### src/htw_pkg.sv
// Shared types and codes for the hierarchical timer wheel.
package htw_pkg;

	typedef enum logic [1:0] {
		MODE_TICK  = 2'd0,
		MODE_START = 2'd1,
		MODE_STOP  = 2'd2,
		MODE_NONE  = 2'd3
	} mode_t;

	typedef enum logic [1:0] {
		EV_OK      = 2'd0,
		EV_REJECT  = 2'd1,
		EV_EXPIRED = 2'd2
	} event_t;

	localparam logic [63:0] FAR_CLAMP = 64'h0000_0000_ffff_ffff;
	localparam logic [31:0] MIN_INTERVAL_RST = 32'd512;

	typedef struct packed {
		logic [1:0]  mode;
		logic [4:0]  timer_id;
		logic [31:0] interval;
		logic        periodic;
	} htw_req_t;

	typedef struct packed {
		logic [1:0] event_res;
		logic [4:0] fired_id;
		logic       last;
	} htw_rsp_t;

endpackage

### src/htw_req_if.sv
// Request channel: valid/ready handshake carrying one command item.
interface htw_req_if;
	logic               valid;
	logic               ready;
	htw_pkg::htw_req_t  data;

	modport source (output valid, output data, input ready);
	modport sink   (input valid, input data, output ready);
endinterface

### src/htw_rsp_if.sv
// Response channel: valid/ready handshake carrying one result item.
interface htw_rsp_if;
	logic               valid;
	logic               ready;
	htw_pkg::htw_rsp_t  data;

	modport source (output valid, output data, input ready);
	modport sink   (input valid, input data, output ready);
endinterface

### src/hierarchical_timer_wheel_core.sv
// Hierarchical timer wheel core: timer table in RAM, scan sequencer, result register.
// Start places then emits the result, stop or reject only emit; one item at a time.
// Tick: a scan of the pool; idle timers are skipped, active timers go through read,
// distance, placement, ST_REARM for a re-arm and ST_FIRE per fired timer, then ST_END.
// Result emission stalls the scan while the result register is still held.
// Reset: time and all active flags clear at once; min_interval returns to 512.
module hierarchical_timer_wheel_core #(
	parameter int NUM_TIMERS = 32,
	parameter int NEAR_BITS  = 8,
	parameter int LEVEL_BITS = 6,
	parameter int LEVELS     = 4
) (
	input  logic        clk,
	input  logic        arst_n,
	input  logic        cfg_we,
	input  logic [31:0] cfg_wdata,
	htw_req_if.sink     req,
	htw_rsp_if.source   rsp
);
	import htw_pkg::*;

	localparam int NEAR_SIZE  = 1 << NEAR_BITS;
	localparam int LEVEL_SIZE = 1 << LEVEL_BITS;
	localparam int SLOT_W     = $clog2(NEAR_SIZE + LEVELS * LEVEL_SIZE);
	localparam int AW         = NUM_TIMERS > 1 ? $clog2(NUM_TIMERS) : 1;
	localparam int IW         = $clog2(NUM_TIMERS + 1);
	localparam logic [63:0] LVL_MASK = 64'(LEVEL_SIZE - 1);

	typedef struct packed {
		logic [63:0]       expiry;
		logic [31:0]       period;
		logic              rep;
		logic [SLOT_W-1:0] slot;
	} ent_t;

	typedef enum logic [3:0] {
		ST_IDLE, ST_SPLACE, ST_EMIT, ST_SCAN, ST_DATA, ST_CASC, ST_REARM, ST_FIRE, ST_END
	} state_t;

	// Slot choice from expiry, distance, clamped expiry and low bits of now.
	function automatic logic [SLOT_W-1:0] place_slot(input logic [63:0] e,
			input logic [63:0] d, input logic [63:0] alt,
			input logic [NEAR_BITS-1:0] nr);
		logic [SLOT_W-1:0] s;
		logic [63:0]       ec;
		ec = (d > FAR_CLAMP) ? alt : e;
		s = SLOT_W'(NEAR_SIZE + (LEVELS - 1) * LEVEL_SIZE)
			+ SLOT_W'((ec >> (NEAR_BITS + (LEVELS - 1) * LEVEL_BITS)) & LVL_MASK);
		if (d[63]) begin
			s = SLOT_W'(nr);
		end
		for (int n = LEVELS - 2; n >= 0; n--) begin
			if (d < (64'd1 << (NEAR_BITS + (n + 1) * LEVEL_BITS))) begin
				s = SLOT_W'(NEAR_SIZE + n * LEVEL_SIZE)
					+ SLOT_W'((e >> (NEAR_BITS + n * LEVEL_BITS)) & LVL_MASK);
			end
		end
		if (d < 64'(NEAR_SIZE)) begin
			s = SLOT_W'(e[NEAR_BITS-1:0]);
		end
		return s;
	endfunction

	state_t                state_q;
	logic [31:0]           min_q;
	logic [63:0]           time_q;
	logic [NUM_TIMERS-1:0] active_q;
	logic [IW-1:0]         idx_q;
	logic [4:0]            id_q;
	logic [AW-1:0]         addr_q;

	// Placement operand registers
	logic [63:0]           pl_exp_q, pl_dist_q, pl_alt_q;
	logic [NEAR_BITS-1:0]  pl_near_q;
	ent_t                  ent_q;
	logic                  casc_q;

	// Pending fired timer (its last flag is known only at the next fire or scan end)
	logic                  pend_v_q;
	logic [4:0]            pend_id_q;
	logic [1:0]            res_ev_q;

	logic                  out_v_q;
	htw_rsp_t              out_q;

	// Timer table memory
	logic                  ram_we;
	logic [AW-1:0]         ram_waddr;
	ent_t                  ram_wdata, ram_rdata;
	logic [AW-1:0]         ram_raddr;

	htw_ram #(.WIDTH($bits(ent_t)), .DEPTH(NUM_TIMERS)) u_tab (
		.clk   (clk),
		.we    (ram_we),
		.waddr (ram_waddr),
		.wdata (ram_wdata),
		.raddr (ram_raddr),
		.rdata (ram_rdata)
	);

	logic [SLOT_W-1:0] pl_slot;
	logic              out_free;
	logic              out_load;
	logic              near0;
	logic              casc_hit;
	logic              fire;
	logic [SLOT_W-1:0] slot1;
	logic [63:0]       now1;

	assign pl_slot  = place_slot(pl_exp_q, pl_dist_q, pl_alt_q, pl_near_q);
	assign out_free = !out_v_q || rsp.ready;
	assign near0    = (time_q[NEAR_BITS-1:0] == '0);
	assign now1     = time_q + 64'd1;
	assign slot1    = casc_q ? pl_slot : ent_q.slot;
	assign fire     = (slot1 == SLOT_W'(time_q[NEAR_BITS-1:0]));

	// Result register loads a new item this cycle
	assign out_load = out_free && ((state_q == ST_EMIT)
		|| (pend_v_q && (state_q == ST_FIRE || state_q == ST_END)));

	// Cascade hit: entry sits in a cascade slot that this tick empties
	always_comb begin
		logic go;
		go       = near0;
		casc_hit = 1'b0;
		for (int n = 0; n < LEVELS; n++) begin
			if (go && ram_rdata.slot == SLOT_W'(NEAR_SIZE + n * LEVEL_SIZE)
					+ SLOT_W'((time_q >> (NEAR_BITS + n * LEVEL_BITS)) & LVL_MASK)) begin
				casc_hit = 1'b1;
			end
			if (((time_q >> (NEAR_BITS + n * LEVEL_BITS)) & LVL_MASK) != 64'd0) begin
				go = 1'b0;
			end
		end
	end

	// Table write port
	always_comb begin
		ram_we    = 1'b0;
		ram_waddr = addr_q;
		ram_wdata = ent_q;
		ram_raddr = idx_q[AW-1:0];
		unique case (state_q)
			ST_SPLACE: begin
				ram_we         = 1'b1;
				ram_wdata.expiry = pl_exp_q;
				ram_wdata.slot = pl_slot;
			end
			ST_CASC: begin
				ram_we         = !(fire && ent_q.rep) && casc_q;
				ram_wdata.slot = slot1;
			end
			ST_REARM: begin
				ram_we           = 1'b1;
				ram_wdata.expiry = pl_exp_q;
				ram_wdata.slot   = pl_slot;
			end
			default: ram_we = 1'b0;
		endcase
	end

	assign req.ready  = (state_q == ST_IDLE);
	assign rsp.valid  = out_v_q;
	assign rsp.data   = out_q;

	// Sequencer, state registers and result register
	always_ff @(posedge clk or negedge arst_n) begin
		if (!arst_n) begin
			state_q  <= ST_IDLE;
			min_q    <= MIN_INTERVAL_RST;
			time_q   <= '0;
			active_q <= '0;
			idx_q    <= '0;
			pend_v_q <= 1'b0;
			out_v_q  <= 1'b0;
		end else begin
			if (cfg_we) begin
				min_q <= cfg_wdata;
			end
			if (out_v_q && rsp.ready && !out_load) begin
				out_v_q <= 1'b0;
			end
			unique case (state_q)
				ST_IDLE: begin
					if (req.valid) begin
						id_q   <= req.data.timer_id;
						addr_q <= AW'(req.data.timer_id);
						unique case (mode_t'(req.data.mode))
							MODE_TICK: begin
								idx_q    <= '0;
								pend_v_q <= 1'b0;
								state_q  <= ST_SCAN;
							end
							MODE_NONE: state_q <= ST_IDLE;
							default: begin
								if (32'(req.data.timer_id) >= 32'(NUM_TIMERS)) begin
									res_ev_q <= EV_REJECT;
									state_q  <= ST_EMIT;
								end else begin
									active_q[AW'(req.data.timer_id)] <= 1'b0;
									if (req.data.mode == MODE_STOP) begin
										res_ev_q <= EV_OK;
										state_q  <= ST_EMIT;
									end else if (req.data.interval < min_q) begin
										res_ev_q <= EV_REJECT;
										state_q  <= ST_EMIT;
									end else begin
										ent_q.period <= req.data.interval;
										ent_q.rep    <= req.data.periodic;
										pl_exp_q     <= time_q + 64'(req.data.interval);
										pl_dist_q    <= 64'(req.data.interval);
										pl_alt_q     <= time_q + FAR_CLAMP;
										pl_near_q    <= time_q[NEAR_BITS-1:0];
										res_ev_q     <= EV_OK;
										state_q      <= ST_SPLACE;
									end
								end
							end
						endcase
					end
				end
				ST_SPLACE: begin
					active_q[addr_q] <= 1'b1;
					state_q          <= ST_EMIT;
				end
				ST_EMIT: begin
					if (out_free) begin
						out_v_q         <= 1'b1;
						out_q.event_res <= res_ev_q;
						out_q.fired_id  <= id_q;
						out_q.last      <= 1'b1;
						state_q         <= ST_IDLE;
					end
				end
				// Walk the pool; idle timers are skipped here
				ST_SCAN: begin
					if (idx_q == IW'(NUM_TIMERS)) begin
						state_q <= ST_END;
					end else if (!active_q[idx_q[AW-1:0]]) begin
						idx_q <= idx_q + IW'(1);
					end else begin
						addr_q  <= idx_q[AW-1:0];
						state_q <= ST_DATA;
					end
				end
				ST_DATA: begin
					ent_q     <= ram_rdata;
					casc_q    <= casc_hit;
					pl_exp_q  <= ram_rdata.expiry;
					pl_dist_q <= ram_rdata.expiry - time_q;
					pl_alt_q  <= time_q + FAR_CLAMP;
					pl_near_q <= time_q[NEAR_BITS-1:0];
					state_q   <= ST_CASC;
				end
				// Cascade placement and fire decision
				ST_CASC: begin
					ent_q.slot <= slot1;
					if (fire && ent_q.rep) begin
						pl_exp_q  <= time_q + 64'(ent_q.period);
						pl_dist_q <= 64'(ent_q.period) - 64'd1;
						pl_alt_q  <= now1 + FAR_CLAMP;
						pl_near_q <= now1[NEAR_BITS-1:0];
						state_q   <= ST_REARM;
					end else if (fire) begin
						active_q[addr_q] <= 1'b0;
						state_q          <= ST_FIRE;
					end else begin
						idx_q   <= idx_q + IW'(1);
						state_q <= ST_SCAN;
					end
				end
				ST_REARM: state_q <= ST_FIRE;
				ST_FIRE: begin
					if (!pend_v_q || out_free) begin
						if (pend_v_q) begin
							out_v_q         <= 1'b1;
							out_q.event_res <= EV_EXPIRED;
							out_q.fired_id  <= pend_id_q;
							out_q.last      <= 1'b0;
						end
						pend_v_q  <= 1'b1;
						pend_id_q <= 5'(idx_q);
						idx_q     <= idx_q + IW'(1);
						state_q   <= ST_SCAN;
					end
				end
				ST_END: begin
					if (!pend_v_q || out_free) begin
						if (pend_v_q) begin
							out_v_q         <= 1'b1;
							out_q.event_res <= EV_EXPIRED;
							out_q.fired_id  <= pend_id_q;
							out_q.last      <= 1'b1;
						end
						pend_v_q <= 1'b0;
						time_q   <= now1;
						state_q  <= ST_IDLE;
					end
				end
				default: state_q <= ST_IDLE;
			endcase
		end
	end
endmodule

### src/htw_ram.sv
// Generic single-write, single-read RAM with registered read data.
module htw_ram #(
	parameter int WIDTH = 8,
	parameter int DEPTH = 32
) (
	input  logic                                    clk,
	input  logic                                    we,
	input  logic [(DEPTH > 1 ? $clog2(DEPTH) : 1)-1:0] waddr,
	input  logic [WIDTH-1:0]                        wdata,
	input  logic [(DEPTH > 1 ? $clog2(DEPTH) : 1)-1:0] raddr,
	output logic [WIDTH-1:0]                        rdata
);
	logic [WIDTH-1:0] mem [DEPTH];

	always_ff @(posedge clk) begin
		if (we) begin
			mem[waddr] <= wdata;
		end
		rdata <= mem[raddr];
	end
endmodule
### src/flat_wrapper.sv
// flat-port wrapper written by rule: the top's interface ports become plain ports
module hierarchical_timer_wheel_core_flat import htw_pkg::*;
#(
	parameter int NUM_TIMERS = 32,
	parameter int NEAR_BITS  = 8,
	parameter int LEVEL_BITS = 6,
	parameter int LEVELS     = 4
)
  (clk, arst_n, cfg_we, cfg_wdata, req_valid, req_data, req_ready, rsp_valid, rsp_data, rsp_ready);
  htw_req_if req_i ();
  htw_rsp_if rsp_i ();
  input  logic clk;
  input  logic arst_n;
  input  logic cfg_we;
  input  logic [31:0] cfg_wdata;
  input wire logic [$bits(req_i.valid)-1:0] req_valid;
  input wire logic [$bits(req_i.data)-1:0] req_data;
  output wire logic [$bits(req_i.ready)-1:0] req_ready;
  output wire logic [$bits(rsp_i.valid)-1:0] rsp_valid;
  output wire logic [$bits(rsp_i.data)-1:0] rsp_data;
  input wire logic [$bits(rsp_i.ready)-1:0] rsp_ready;
  assign req_i.valid = req_valid;
  assign req_i.data = req_data;
  assign req_ready = req_i.ready;
  assign rsp_valid = rsp_i.valid;
  assign rsp_data = rsp_i.data;
  assign rsp_i.ready = rsp_ready;
  hierarchical_timer_wheel_core #(.NUM_TIMERS(NUM_TIMERS), .NEAR_BITS(NEAR_BITS), .LEVEL_BITS(LEVEL_BITS), .LEVELS(LEVELS)) u_core (.clk(clk), .arst_n(arst_n), .cfg_we(cfg_we), .cfg_wdata(cfg_wdata), .req(req_i), .rsp(rsp_i));
endmodule
### config.mk
export PLATFORM = sky130hd
export DESIGN_NAME = hierarchical_timer_wheel_core_flat
export DESIGN_NICKNAME = d
export VERILOG_FILES = /design/src/htw_pkg.sv /design/src/htw_req_if.sv /design/src/htw_rsp_if.sv /design/src/hierarchical_timer_wheel_core.sv /design/src/htw_ram.sv /design/src/flat_wrapper.sv
export SDC_FILE = /design/constraint.sdc
export NUM_CORES = 2
export LEC_CHECK = 0
export BUFFER_PORTS_ARGS = -buffer_cell sky130_fd_sc_hd__buf_4
export CAP_MARGIN = 5
export CORE_ASPECT_RATIO = 0.7
export CORE_MARGIN = 5
export CORE_UTILIZATION = 40
export CTS_BUF_LIST = sky130_fd_sc_hd__clkbuf_16
export DETAILED_ROUTE_END_ITERATION = 8
export PLACE_DENSITY = 0.52
export SLEW_MARGIN = 0
export SYNTH_ARGS = -nofsm -noshare
export SYNTH_HDL_FRONTEND = slang
export SYNTH_SLANG_ARGS = --single-unit
### constraint.sdc
create_clock -name clk -period 16.8 [get_ports clk]
set_input_delay 1.68 -clock clk [delete_from_list [all_inputs] [get_ports clk]]
set_output_delay 1.68 -clock clk [all_outputs]
set_load 0.1 [all_outputs]
==> results.yml <==
run_status:
  outcome: "complete, no violations"
global_routing:
  gr-usage-met3: 0.0326
  overflow: 0
  busiest_layer: "met1"
  grt_pass1_wl_mm: 651
  use_met2: 0.341
  grt_pass1_vias: 82200
  grt_antenna_before_repair: 29
  grt_use_met1: 0.341
  grt_max_degree: 129
  grtUsageTotal: 0.224
setup_path:
  slowest_stage: "nor2_4"
  critPathMaxStageDelay_ns: 0.86
  crit_top_cell: "buf_4"
  crit_type: "reg -> reg"
  required_ns: 17.39
  worstPathArrival_ns: 7.71
  endpoint_kind: "register"
  path_max_fanout: 29
  crit_chain: "nor4_2, nand2_1, a311oi_1, o21ai_0, a211oi_1, a211oi_2, a31oi_1, o21ai_2, buf_4, or3b_1, nor2_4, buf_4, buf_4"
  start_kind: "register"
synthesis:
  synthAdderAreaFrac: 0.0109
  muxShareOfSynthArea: 0.161
  synth.distinct_cells: 99
  synth_edf_count: 3657
  syn_area_sq_um: 158000
  syn_area_per_cell_sq_um: 19.5
  synth_xor_area_frac: 0.0132
  yosys.area.top_type_share: 0.697
  synth_compound_area_frac: 0.0294
  synth_nets: 8317
  synth_top_family_by_area: "multiplexers"
  ys_top_cells_by_area: "edfxtp_1, mux4_2, dfrtp_1, nand2_1, dfxtp_1"
  ys_seq_area_frac: 0.732
  synthSimpleGateAreaFrac: 0.0390
  syn_inst: 8105
  synth_top_area_cell: "edfxtp_1"
  ys_seq_elements: 3903
  ys.flop_type: "edfxtp_1"
  ys_warn_count: 0
  synthArstFlopShare: 0.0359
floorplanning:
  fp.coreArea_sq_um: 392000
  start_util: 0.402
  die_w_microns: 760
  fp.dieH_microns: 535
  rows: 192
  dieArea_sq_um: 407000
  io_pins: 87
route:
  drtPass1Iterations: 7
  drcViolationCount: 0
  wl_per_cell_microns: 33.2
  num_vias: 82500
  antenna_left: 0
  viasPerCell: 5.92
  first_iter_violations: 9674
  routed_wl_mm: 464
sta:
  fin_crit_sh: 0.423
  maxSlewViolCount: 0
  worst_pin_slew_ns: 1.30
  tns_ns: 0
  whs_ns: 0.486
  slew-limit-headroom: 0.135
  rsz0062_at_grt: "false"
  hold_viol_final: 0
  fin_crit_ns: 7.11
  fin_ws_ns: 9.69
  finClkSkew_ns: 0.0856
  setup_viol: 0
  fmax_ghz: 0.141
power:
  cellLeakagePower_nw: 56.0
  vdd_drop_max_mv: 0.124
  powerDensity_nw_per_um2: 162
placed_design:
  post-place-ws_ns: 9.77
  port_buffers: 86
  place_hpwl_mm: 261
  place_congestion: 0.916
clocking:
  cts_setup_buffers: 0
  clk-insertion-delay-late_ns: 1.02
  cts_buffer_depth: 4
  cts_tree: "done"
  clkTransAtPathRegs_ns: 0.07
  root_buffer: "clkbuf_16"
  cts_hold_buf: 0
  clock-sinks: 3903
  cts_buffers: 386
  cts.repair.resized: 0
  htree_levels: 5
cells_and_area:
  n_fill_cell: 33000
  final_nets: 8571
  synthToLayoutAreaGrowth_pct: 12.9
  drive_above_1_share: 0.244
worst_hold_path:
  hold_class: "reg -> reg"
job:
  maxCapViolations: 0
## metrics by stage
step	std cells	util	instance area [sq um]	total power, W
6_report	13900	0.454	178000	0.0289
5_1_grt	13900	0.454	178000	0.0301
4_1_cts	13900	0.454	178000	0.0291
3_5_place_dp	13200	0.422	165000	0.0204
3_3_place_gp	13200	0.422	165000	0.0204
2_1_floorplan	8105	-	158000	0.0178
## layer usage
metal | share of wire | up-vias
met4 | 0.025 | 8
met2 | 0.45 | 3349
li1 | - | 33600
met3 | 0.069 | 625
met1 | 0.45 | 45000
met5 | 0.00010 | -
## sequential cells by signal (all words and copies together), names as in the netlist
register,flops
u_core.pl_alt_q,6
u_core.state_q,4
u_core.casc_q,1
u_core.rsp.data,8
u_core.active_q,32
u_core.u_tab.rdata,106
u_core.u_tab.mem,3392
u_core.pl_dist_q,56
u_core.pend_v_q,1
u_core.pl_exp_q,64
u_core.addr_q,5
u_core.pl_near_q,8
u_core.pend_id_q,5
u_core.res_ev_q,1
u_core.id_q,5
u_core.idx_q,6
u_core.time_q,64
u_core.rsp.valid,1
u_core.min_q,32
u_core.ent_q,106
## synth_stat cells, types with 36 or more instances
master and instances:
a21o_1 55, a21oi_1 149, a22oi_1 43, and3_1 36, buf_1 96, clkbuf_1 312
dfrtp_1 139, dfxtp_1 106, edfxtp_1 3657, ha_1 133, inv_1 138, mux2_2 101
mux4_2 1070, nand2_1 693, nand3_1 80, nand4_1 45, nor2_1 208, nor3_1 78
o21ai_0 222, xnor2_1 173, xor2_1 65
## layout make-up
type / instances / area (sq um) / share of cell area
Clock inverter: 331 / 2910 / 0.0163
Inverter: 142 / 541 / 0.00304
Timing Repair Buffer: 294 / 2480 / 0.0139
Antenna cell: 14 / 35.0 / 0.000197
Multi-Input combinational cell: 3632 / 40300 / 0.227
Tap cell: 5238 / 6550 / 0.0368
Clock buffer: 389 / 9730 / 0.0547
Sequential cell: 3903 / 115000 / 0.648
## logic make-up after synthesis
family / after synthesis
AO/OA/AOI/OAI: 732
XOR/XNOR: 238
adder cells (fa/ha/maj): 136
buffers and inverters: 570
flip-flops: 3903
multiplexers: 1192
AND/OR/NAND/NOR: 1334
## layout by cell type, fill, tap and decap left out, drive strengths merged, types with 21 or more instances in the layout
cell	n
mux2	101
clkinv	171
a31oi	24
a21oi	150
dfxtp	106
and3	36
nand4	47
clkbuf	390
o211ai	25
nor3	80
dfrtp	139
inv	239
or3	22
nor4	43
a22oi	43
xnor2	173
xor2	65
a211oi	31
nand2	693
o21ai	255
mux2i	21
buf	293
o21bai	23
mux4	1070
bufinv	42
a21o	55
edfxtp	3657
nand3	80
ha	133
nor2	210
clkinvlp	21
## final timing paths
path / start / end / slack, ns / cells past startpoint
setup / recovery: u_core.pl_dist_q[24]$_DFFE_PP_ / u_core.u_tab.mem[30][34]$_DFFE_PP_ / 9.69 / 13
hold / removal: u_core.u_tab.rdata[65]$_DFF_P_ / u_core.ent_q[65]$_DFFE_PP_ / 0.49 / 0
setup reg to reg: u_core.pl_dist_q[24]$_DFFE_PP_ / u_core.u_tab.mem[30][34]$_DFFE_PP_ / 9.69 / 13
hold reg to reg: u_core.u_tab.rdata[65]$_DFF_P_ / u_core.ent_q[65]$_DFFE_PP_ / 0.49 / 0
max in group asynchronous: arst_n / u_core.time_q[43]$_DFFE_PN0P_ / 14.79 / 2
min in group asynchronous: arst_n / u_core.rsp.valid$_DFF_PN0_ / 0.63 / 1
## power by group
part	internal, W	switching [W]
clock	0.00488	0.00381
combinational	0.00312	0.00438
sequential	0.0121	0.000619
## critical path: cells and delay by family, from the launching register on
family / cells / cell delay [ns]
compound gates: 6 / 1.94
buf+inv: 3 / 1.73
flops: 1 / 0.39
simple gates: 4 / 2.44
Power figures use the tool's default switching activity.
